<file path="config.mk">
export PLATFORM = sky130hd
export DESIGN_NAME = sprite_scanline_evaluation
export DESIGN_NICKNAME = d
export VERILOG_FILES = /design/src/rtl/spr_eval_pkg.sv /design/src/rtl/spr_eval_ctrl.sv /design/src/rtl/spr_eval_dp.sv /design/src/rtl/sprite_scanline_evaluation.sv
export VERILOG_INCLUDE_DIRS = /design/src /design/src/rtl
export SDC_FILE = /design/constraint.sdc
export NUM_CORES = 1
export LEC_CHECK = 0
export BUFFER_PORTS_ARGS = -buffer_cell sky130_fd_sc_hd__clkbuf_2
export CORE_ASPECT_RATIO = 1.2
export CORE_MARGIN = 5
export CORE_UTILIZATION = 55
export CTS_BUF_LIST = sky130_fd_sc_hd__clkbuf_8 sky130_fd_sc_hd__clkbuf_16
export DETAILED_ROUTE_END_ITERATION = 12
export HOLD_SLACK_MARGIN = 0.12
export MAX_ROUTING_LAYER = met4
export PLACE_DENSITY = 0.72
export SLEW_MARGIN = 20
export SYNTH_ARGS = -nofsm -noshare
export SYNTH_HDL_FRONTEND = slang
export SYNTH_SLANG_ARGS = --single-unit
</file>
<file path="constraint.sdc">
create_clock -name clock -period 5 [get_ports clock]
set_input_delay 1 -clock clock [delete_from_list [all_inputs] [get_ports clock]]
set_output_delay 1 -clock clock [all_outputs]
set_load 0.01 [all_outputs]
</file>
<file path="src/rtl/sprite_scanline_evaluation_macros.svh">
// assertion macros shared by the sprite scanline evaluation design
`ifndef SPRITE_SCANLINE_EVALUATION_MACROS_SVH
`define SPRITE_SCANLINE_EVALUATION_MACROS_SVH

// same-cycle implication, checked out of reset
`define SSE_ASSERT_SAME(label, ante, cons, msg) \
   label: assert property (@(posedge clock) disable iff (reset) (ante) |-> (cons)) \
      else $error(msg);

// next-cycle implication, checked out of reset
`define SSE_ASSERT_NEXT(label, ante, cons, msg) \
   label: assert property (@(posedge clock) disable iff (reset) (ante) |=> (cons)) \
      else $error(msg);

`endif

</file>
<file path="src/rtl/spr_eval_pkg.sv">
// types and constants shared by the sprite scanline evaluation modules
package spr_eval_pkg;

   // request kinds carried on tuser
   localparam logic FUNC_WRITE = 1'b0;
   localparam logic FUNC_EVAL  = 1'b1;

   // stream widths
   localparam int REQ_W = 24;
   localparam int RSP_W = 56;

   // selection rules
   localparam logic [7:0] Y_UPPER      = 8'hEF;
   localparam logic [7:0] SHORT_HEIGHT = 8'd8;
   localparam logic [7:0] TALL_HEIGHT  = 8'd16;
   localparam int         NUM_SLOTS    = 8;
   localparam int         SLOT_IDX_W   = $clog2(NUM_SLOTS);
   localparam int         SLOT_W       = 6;
   localparam int         COUNT_W      = 4;
   localparam int         SPRITES_PER_LINE = 8;

   // response field positions
   localparam int COUNT_LSB = NUM_SLOTS * SLOT_W;
   localparam int OVF_BIT   = COUNT_LSB + COUNT_W;

   typedef enum logic [1:0] {
      ST_IDLE,
      ST_SCAN,
      ST_DRAIN,
      ST_FINISH
   } state_type;

   // controller to datapath
   typedef struct packed {
      logic start;
      logic write;
      logic issue;
      logic publish;
   } dp_cmd_type;

   // datapath to controller
   typedef struct packed {
      logic last_issue;
      logic rsp_free;
   } dp_status_type;

endpackage

</file>
<file path="src/rtl/spr_eval_ctrl.sv">
// sequencer for attribute writes and the entry scan of one evaluation
module spr_eval_ctrl (
   input  logic                       clock,
   input  logic                       reset,
   input  logic                       req_tvalid,
   output logic                       req_tready,
   input  logic                       req_func,
   input  spr_eval_pkg::dp_status_type status,
   output spr_eval_pkg::dp_cmd_type    cmd
);
   import spr_eval_pkg::*;

   state_type state_ff;
   state_type state_in;

   // state register
   always_ff @(posedge clock) begin
      if (reset) begin
         state_ff <= ST_IDLE;
      end else begin
         state_ff <= state_in;
      end
   end

   // next state and commands
   always_comb begin
      state_in    = state_ff;
      cmd         = '0;
      req_tready  = 1'b0;
      case (state_ff)
         ST_IDLE: begin
            req_tready = 1'b1;
            if (req_tvalid) begin
               if (req_func == FUNC_EVAL) begin
                  cmd.start = 1'b1;
                  state_in  = ST_SCAN;
               end else begin
                  cmd.write = 1'b1;
               end
            end
         end
         ST_SCAN: begin
            cmd.issue = 1'b1;
            if (status.last_issue) begin
               state_in = ST_DRAIN;
            end
         end
         ST_DRAIN: begin
            state_in = ST_FINISH;
         end
         ST_FINISH: begin
            if (status.rsp_free) begin
               cmd.publish = 1'b1;
               state_in    = ST_IDLE;
            end
         end
         default: begin
            state_in = ST_IDLE;
         end
      endcase
   end

endmodule

</file>
<file path="src/rtl/spr_eval_dp.sv">
// y-byte store, range compare, slot collection and response register
module spr_eval_dp #(
   parameter int SPRITE_ENTRIES = 64
) (
   input  logic                            clock,
   input  logic                            reset,
   input  spr_eval_pkg::dp_cmd_type         cmd,
   output spr_eval_pkg::dp_status_type      status,
   input  logic                            csr_wr_en,
   input  logic                            csr_wr_data,
   input  logic [spr_eval_pkg::REQ_W-1:0]  req_tdata,
   output logic                            rsp_tvalid,
   input  logic                            rsp_tready,
   output logic [spr_eval_pkg::RSP_W-1:0]  rsp_tdata
);
   import spr_eval_pkg::*;

   localparam int EW = $clog2(SPRITE_ENTRIES);

   // request fields
   logic [7:0] oam_addr;
   logic [7:0] oam_data;
   logic [7:0] scanline;
   logic [5:0] wr_entry;
   logic       wr_hit;
   logic [EW-1:0] wr_idx;

   assign oam_addr = req_tdata[7:0];
   assign oam_data = req_tdata[15:8];
   assign scanline = req_tdata[23:16];
   assign wr_entry = oam_addr[7:2];
   assign wr_idx   = wr_entry[EW-1:0];
   // only the y byte of an entry in range affects evaluation
   assign wr_hit   = cmd.write && (oam_addr[1:0] == 2'b00)
                     && (32'(wr_entry) < SPRITE_ENTRIES);

   // configuration register
   logic tall_ff;
   always_ff @(posedge clock) begin
      if (reset) begin
         tall_ff <= 1'b0;
      end else if (csr_wr_en) begin
         tall_ff <= csr_wr_data;
      end
   end

   // y-byte memory, one read port with registered data
   logic [7:0]                ymem [SPRITE_ENTRIES];
   logic [SPRITE_ENTRIES-1:0] yvld_ff;
   logic [7:0]                rd_y_ff;
   logic                      rd_vld_ff;
   logic [EW-1:0]             rd_idx_ff;
   logic [EW-1:0]             ev_idx_ff;

   always_ff @(posedge clock) begin
      if (wr_hit) begin
         ymem[wr_idx] <= oam_data;
      end
      rd_y_ff   <= ymem[rd_idx_ff];
      rd_vld_ff <= yvld_ff[rd_idx_ff];
   end

   // per-entry written flags, unwritten entries read as zero
   always_ff @(posedge clock) begin
      if (reset) begin
         yvld_ff <= '0;
      end else if (wr_hit) begin
         yvld_ff[wr_idx] <= 1'b1;
      end
   end

   // scan address and read-pending flag
   logic pend_ff;
   always_ff @(posedge clock) begin
      if (reset) begin
         rd_idx_ff <= '0;
         pend_ff   <= 1'b0;
      end else begin
         pend_ff <= cmd.issue;
         if (cmd.start) begin
            rd_idx_ff <= '0;
         end else if (cmd.issue) begin
            rd_idx_ff <= rd_idx_ff + 1'b1;
         end
      end
   end

   always_ff @(posedge clock) begin
      if (cmd.issue) begin
         ev_idx_ff <= rd_idx_ff;
      end
   end

   assign status.last_issue = (rd_idx_ff == EW'(SPRITE_ENTRIES - 1));

   // scanline of the current evaluation
   logic [7:0] line_ff;
   always_ff @(posedge clock) begin
      if (cmd.start) begin
         line_ff <= scanline;
      end
   end

   // range test on the returned y byte
   logic [7:0] y_val;
   logic [7:0] height;
   logic [7:0] diff;
   logic       hit;
   logic       full_ff;
   logic [COUNT_W-1:0] count_ff;
   logic [COUNT_W:0]   count_sum;

   assign y_val     = rd_vld_ff ? rd_y_ff : 8'h00;
   assign height    = tall_ff ? TALL_HEIGHT : SHORT_HEIGHT;
   assign diff      = line_ff - y_val;
   assign hit       = pend_ff && !full_ff && (y_val != 8'h00) && (y_val < Y_UPPER)
                      && (line_ff >= y_val) && (diff < height);
   assign count_sum = {1'b0, count_ff} + 1'b1;

   // slot collection
   logic [SLOT_W-1:0] slots_ff [NUM_SLOTS];
   always_ff @(posedge clock) begin
      if (reset) begin
         count_ff <= '0;
         full_ff  <= 1'b0;
      end else if (cmd.start) begin
         count_ff <= '0;
         full_ff  <= 1'b0;
      end else if (hit) begin
         count_ff <= count_sum[COUNT_W] ? '1 : count_sum[COUNT_W-1:0];
         full_ff  <= (32'(count_sum) >= SPRITES_PER_LINE);
      end
   end

   always_ff @(posedge clock) begin
      if (cmd.start) begin
         for (int i = 0; i < NUM_SLOTS; i++) begin
            slots_ff[i] <= '0;
         end
      end else if (hit && (32'(count_ff) < NUM_SLOTS)) begin
         slots_ff[count_ff[SLOT_IDX_W-1:0]] <= SLOT_W'(ev_idx_ff);
      end
   end

   // response register
   logic             rsp_valid_ff;
   logic [RSP_W-1:0] rsp_data_ff;
   logic [RSP_W-1:0] rsp_data_in;

   always_comb begin
      rsp_data_in = '0;
      for (int i = 0; i < NUM_SLOTS; i++) begin
         rsp_data_in[i*SLOT_W +: SLOT_W] = slots_ff[i];
      end
      rsp_data_in[COUNT_LSB +: COUNT_W] = count_ff;
      rsp_data_in[OVF_BIT]              = full_ff;
   end

   always_ff @(posedge clock) begin
      if (reset) begin
         rsp_valid_ff <= 1'b0;
      end else if (cmd.publish) begin
         rsp_valid_ff <= 1'b1;
      end else if (rsp_tready) begin
         rsp_valid_ff <= 1'b0;
      end
   end

   always_ff @(posedge clock) begin
      if (cmd.publish) begin
         rsp_data_ff <= rsp_data_in;
      end
   end

   assign status.rsp_free = !rsp_valid_ff || rsp_tready;
   assign rsp_tvalid      = rsp_valid_ff;
   assign rsp_tdata       = rsp_data_ff;

endmodule

</file>
<file path="src/rtl/sprite_scanline_evaluation.sv">
// top level of the sprite scanline evaluation block
//
//  channel | dir | beat fields
//  --------+-----+----------------------------------------------------------
//  req_    | in  | tuser: func; tdata: oam_addr, oam_data, scanline
//  rsp_    | out | tdata: slot_0..slot_7, sprite_count, overflow
//  csr_    | in  | wr_data: tall_sprites, taken whenever wr_en is high
//
//  a write beat gives no response and leaves the block ready for the next beat
//  an evaluate beat reads one entry per cycle over the single memory read port:
//  the response is registered in ST_FINISH once the response register is free
//  the next beat is taken only after the scan, ST_DRAIN and ST_FINISH
//  reset clears the per-entry written flags at once, no clearing pass
//  a waiting response stalls only the next evaluation, at its final cycle
`include "sprite_scanline_evaluation_macros.svh"

module sprite_scanline_evaluation #(
   parameter int SPRITE_ENTRIES = 64
) (
   input  logic                            clock,
   input  logic                            reset,
   // csr
   input  logic                            csr_wr_en,
   input  logic                            csr_wr_data,  // tall_sprites
   // request stream
   input  logic                            req_tvalid,
   output logic                            req_tready,
   input  logic                            req_tuser,    // func
   input  logic [spr_eval_pkg::REQ_W-1:0]  req_tdata,    // oam_addr, oam_data, scanline
   // response stream
   output logic                            rsp_tvalid,
   input  logic                            rsp_tready,
   output logic [spr_eval_pkg::RSP_W-1:0]  rsp_tdata     // slot_0..7, sprite_count, overflow
);
   import spr_eval_pkg::*;

   dp_cmd_type    dp_cmd;
   dp_status_type dp_status;

   // sequencer
   spr_eval_ctrl u_ctrl (
      .clock      (clock),
      .reset      (reset),
      .req_tvalid (req_tvalid),
      .req_tready (req_tready),
      .req_func   (req_tuser),
      .status     (dp_status),
      .cmd        (dp_cmd)
   );

   // datapath
   spr_eval_dp #(
      .SPRITE_ENTRIES (SPRITE_ENTRIES)
   ) u_dp (
      .clock       (clock),
      .reset       (reset),
      .cmd         (dp_cmd),
      .status      (dp_status),
      .csr_wr_en   (csr_wr_en),
      .csr_wr_data (csr_wr_data),
      .req_tdata   (req_tdata),
      .rsp_tvalid  (rsp_tvalid),
      .rsp_tready  (rsp_tready),
      .rsp_tdata   (rsp_tdata)
   );

   // checks
   `SSE_ASSERT_NEXT(a_eval_blocks_req,
                    req_tvalid && req_tready && (req_tuser == FUNC_EVAL),
                    !req_tready,
                    "evaluate beat did not start a scan")
   `SSE_ASSERT_SAME(a_write_on_accept,
                    dp_cmd.write,
                    req_tvalid && req_tready,
                    "memory write without an accepted beat")
   `SSE_ASSERT_SAME(a_publish_free,
                    dp_cmd.publish,
                    !rsp_tvalid || rsp_tready,
                    "response overwritten before taken")
   `SSE_ASSERT_SAME(a_ovf_matches_count,
                    rsp_tvalid,
                    rsp_tdata[OVF_BIT] ==
                       (32'(rsp_tdata[COUNT_LSB +: COUNT_W]) >= SPRITES_PER_LINE),
                    "overflow flag disagrees with count")

endmodule

</file>
Word-level counts from Yosys, hierarchy flattened

Memory sizes are Yosys's and may differ from the RTL's. A register that Yosys moved wholly into a read port is not among the register bits.
Index checks and enable logic that the tools add are counted.

Input bits: 31
Word-level logic and storage cells: 84
Bits in writable memories: 560
Flip-flop bits (word level): 148
Memories kept: 2
Output and inout port bits: 58

Order comparisons: 8
Reduce and logical (&&, ||, !) cells: 18
Bitwise operators: 1
$add $sub $neg: 3
Eq/ne operators: 8
Mux-type cells: 32

Memory list:

| name          | words | width | rd ports | clocked after Yosys merged registers in | wr ports | RTL line           | RTL |
|---|---|---|---|---|---|---|---|
| u_dp.ymem     | 64    | 8     | 1        | 1                                       | 1        | spr_eval_dp.sv:48  | `logic [7:0] ymem [SPRITE_ENTRIES];` |
| u_dp.slots_ff | 8     | 6     | 8        | 8                                       | 8        | spr_eval_dp.sv:121 | `logic [SLOT_W-1:0] slots_ff [NUM_SLOTS];` |

Operators by type and width:

| cell                                                                         | number |
|---|---|
| 64-bit OR                                                                    | 1 |
| 1-bit 2-to-1 mux                                                             | 18 |
| 6-bit by 7-bit less-than comparator with 1-bit output, second input constant | 2 |
| 2-bit 2-to-1 mux                                                             | 6 |
| 8-bit >= comparator                                                          | 1 |
| 1-bit logical AND                                                            | 8 |
| 8-bit less-than comparator                                                   | 1 |
| 8-bit less-than comparator, second input constant                            | 1 |
| 8-bit 2-to-1 mux                                                             | 1 |
| 2-bit != test, second input constant                                         | 4 |
| 2-bit case mux with 4 select lines                                           | 1 |
| 8-bit nonzero test                                                           | 1 |
| 8-bit subtractor                                                             | 1 |
| 6-bit by 1-bit adder with 6-bit output, second input constant                | 1 |
| 1-bit binary-select mux with 6-bit select                                    | 1 |
| 1-bit demux with 6-bit select                                                | 1 |
| 6-bit == test, second input constant                                         | 1 |
| 6-bit by 1-bit >= comparator with 1-bit output, second input constant        | 1 |
| 6-bit 2-to-1 mux                                                             | 1 |
| 6-bit OR reduction                                                           | 1 |
| 4-bit by 1-bit adder with 5-bit output, second input constant                | 1 |
| 5-bit by 4-bit >= comparator with 1-bit output, second input constant        | 1 |
| 5-bit 2-to-1 mux                                                             | 1 |
| 2-bit == test, second input constant                                         | 2 |
| other kinds (10)                                                             | 12 |

Depth between registers and ports, before layout

Word-level depth: 12
Depth in mapped cells: 16
Mapped depth without buffers: 14

Modules after synthesis

A second synthesis with hierarchy kept.

Cell total of the unflattened synthesis: 1462
Area, all modules: 27675.3 um^2

By module, submodules not included:

| module        | cells an instance | sequential area each (um^2) | area each (um^2) | times used |
|---|---|---|---|---|
| spr_eval_dp   | 1440              | 20569.7                     | 27482.6          | 1 |
| spr_eval_ctrl | 22                | 40.0                        | 192.7            | 1 |

Least setup slack after synthesis

No wires, ideal clock.

Path type: input-to-reg
Start point: input rsp_tready
End point: register u_dp.rsp_data_ff[0], in the netlist rsp_tdata[0], read port of u_dp.slots_ff (enable)
Required time: 4.530 ns
Stages: 2
Buffers on the path: 0
Setup slack: 1.100 ns
Library setup time: 0.470 ns
Arrival time: 3.430 ns
Cells stage by stage: nor2b_1 -> nor2b_1

RTL lines:

| item        | RTL line                         | RTL |
|---|---|---|
| from (decl) | sprite_scanline_evaluation.sv:32 | `input logic rsp_tready,` |
| to (decl)   | spr_eval_dp.sv:147               | `logic [RSP_W-1:0] rsp_data_ff;` |

==> run metrics <==
data arrival time of the worst path=about 4.4 ns; async set-reset flop share out of synthesis=0; Yosys warning count=0; CTS Root Buffer Type=clkbuf_16; launching element type of the critical path=register; area grow syn2layout=12.4%; Max rail drop VDD=about 0.32 mV; residual DRC count=0; Final min period=4.20 ns; leakage power total=0.00973 uW; Peak Freq=between 0.2 and 0.25 GHz; outcome=completed; post-synth cell types=53; total via count in the routed design=between 10000 and 15000; Detailed Routing Iterations Pass 1=6; largest area contributor in the synthesized netlist=edfxtp_1; effective utilization at floorplan=0.554; sequential share of the synthesized area=0.757; most used standard cell by instance count after synthesis=edfxtp_1; first-pass GRT wire length=a little under 90 mm; share of the cycle needed by the critical path after routing=0.840; smallest setup slack after layout=roughly 0.8 ns; Max Fanout on Critical Path=10; minimum hold slack=0.416 ns; Die Span X=213 um; GR Overflow Total=0; number of setup violations in the final report=0; Max-slew headroom=0.293; Synth top area share=0.692; most used flip-flop cell after synthesis=edfxtp_1; number of design-rule violations left by the first detailed-router iteration=1441; buffer levels on the longest clock path=3; Reg clk slew, reported paths=0.06 ns; hold violation total from the final report=0; initial antenna violation count=2; average wire per standard cell=25.8 um; TritonCTS clock tree=done; power density normalized to cell area=445 nW/um^2; fraction of final layout cells sized beyond drive strength 1=0.259; die footprint=~54000 sq um; critical path capture point type=register; post-synthesis area per instance=19.3 sq um; Post-Synthesis Cells=1410; hold_buf cts=0; Vert. Die Dim=around 250 um; mean number of vias per cell=6.05; Hold Path Class=register to register; Worst-Margin Slew=~1.1 ns; final number of max-transition violations=0; placed wire-length estimate after detailed placement=between 30 and 40 mm; number of synthesized register bits=716; row cnt=89; sinks on the clock net=716; Antenna Nets Post-Route=0; total track usage=0.224; data required time at the worst endpoint=approximately 5.2 ns; path type of the worst setup path=register to register; Floorplan Core Area=49100 sq um; pin count of the biggest net entering global routing=65; internal power=10400 uW; unrepaired setup endpoints after global routing=no; number of filler instances in the final layout=roughly 3300; net load switching power=3180 uW; number of cells upsized or downsized after cts=0; layout net count=1562; final weighted congestion in routability-driven placement=0.832; TritonCTS Buffers=70; wirelength, routed=57.1 mm; Top Ports=89; Place WS=0.771 ns; final setup skew=0.0221 ns; cell types occupying the most area after synthesis=edfxtp_1, mux4_2, dfxtp_1; switch share=0.234; top cells by count, synth=edfxtp_1, nor2_1, mux4_2, dfxtp_1, clkbuf_1; Logic pwr share=0.126; Post-CTS Repair Setup Buffers=0; Clk pwr share=0.373; register share of total power=0.502; number of input and output port buffers inserted=between 80 and 90; hold-critical path depth=0; post-synthesis cell area=27200 sq um; number of global-route vias before repair=~14000; Clock H-tree levels=3; cell depth of the worst flop-to-flop path=14; number of flops mapped to enable cells by yosys=627; clk_lat worst skew=approximately 0.6 ns; setup_tns=0 ns; reported max-cap violation count=0
logic make-up (layout without fill, tap and decap cells):
family                   after synthesis  count (layout)  share of synthesized area
AO/OA/AOI/OAI                         59              59                     0.0161
XOR/XNOR                               5               5                    0.00161
adder cells (fa/ha/maj)               16              16                    0.00735
buffers and inverters                 80             241                     0.0126
flip-flops                           716             716                      0.757
multiplexers                         186             186                      0.151
other                                  1               6                   0.000138
AND/OR/NAND/NOR                      347             347                     0.0538
layout by cell type (no fill, tap or decap), types with 3 or more instances in the layout:
cell type,instances
a211oi_1,3
a21oi_1,8
a22oi_1,18
and2_1,3
buf_12,3
buf_4,17
bufinv_16,3
clkbuf_16,73
clkbuf_2,85
clkbuf_8,7
clkinv_1,8
clkinv_2,9
clkinvlp_4,4
conb_1,3
dfxtp_1,85
dfxtp_4,3
diode_2,3
edfxtp_1,627
ha_1,16
inv_1,27
inv_6,5
mux2i_1,5
mux4_2,180
nand2_1,40
nand2b_1,5
nand3_1,8
nand3b_1,6
nand4_1,4
nor2_1,252
nor2b_1,9
nor3_1,4
nor4_1,3
o21ai_0,9
o21ba_2,6
xor2_1,3
cell type report:
class / count / area [sq um] / share of cell area
flip-flops and latches: 716 / 20600 / 0.674
clock inverters: 50 / 318 / 0.0104
multi-input cells: 616 / 6280 / 0.205
inverters: 6 / 22.5 / 0.000736
diodes: 3 / 7.51 / 0.000245
repair buffers: 105 / 613 / 0.0200
well taps: 637 / 797 / 0.0261
clock buffers: 80 / 1920 / 0.0629
power groups by stage:
stage	combinational [uW]	sequential, uW	clock, uW
final	1710	6830	5070
after global placement	1710	6960	0
after detailed placement	1740	6960	0
after CTS	1750	6840	5150
after global routing	1830	6850	5430
after floorplan	1270	6860	0
worst max-delay path, stage by stage, from the launching register on:
cell and delay, ns:
dfxtp_1 0.47, nand2_1 0.10, ha_1 0.30, o21ai_0 0.10, a21oi_2 0.25, nor2_1 0.09
xnor2_1 0.13, ha_1 0.18, nor4bb_1 0.24, o21ai_0 0.12, a211oi_1 0.19, o211ai_1 0.16
nor4_4 0.43, nand2_1 0.27, o21ai_0 0.77
final timing paths:
path	slack, ns	from	endpoint
setup / recovery	0.80	u_dp.rd_vld_ff	u_dp.slots_ff[5][1]
hold / removal	0.42	u_dp.slots_ff[5][4]	rsp_tdata[34]
setup reg to reg	0.80	u_dp.rd_vld_ff	u_dp.slots_ff[5][1]
hold reg to reg	0.42	u_dp.slots_ff[5][4]	rsp_tdata[34]
through the flow:
| stage | utilization | total power (uW) | instances | area [sq um] |
|---|---|---|---|---|
| finish | 0.623 | 13600 | 2213 | 30600 |
| global route | 0.623 | 14100 | 2212 | 30600 |
| CTS | 0.623 | 13700 | 2210 | 30600 |
| detailed placement | 0.577 | 8700 | 2080 | 28300 |
| global placement | 0.577 | 8670 | 2080 | 28300 |
| floorplan | - | 8130 | 1412 | 27200 |
flip-flops by register name (all words and copies together), names as in the netlist, 2 cells and up:
register and count:
u_dp.ymem 512, u_dp.count_ff 4, u_dp.rsp_tdata 5, u_dp.rd_idx_ff 6, u_ctrl.state_ff 2, u_dp.yvld_ff 64
u_dp.rd_y_ff 8, u_dp.line_ff 8, u_dp.ev_idx_ff 6, rsp_tdata 48, u_dp.slots_ff 48
per-layer routing:
layer | track usage | wire (um)
met2 | 0.353 | 28800
met3 | 0.0417 | 4310
met5 | - | 0
met4 | 0.0699 | 1570
met1 | 0.303 | 22400
Power figures use the tool's default switching activity.
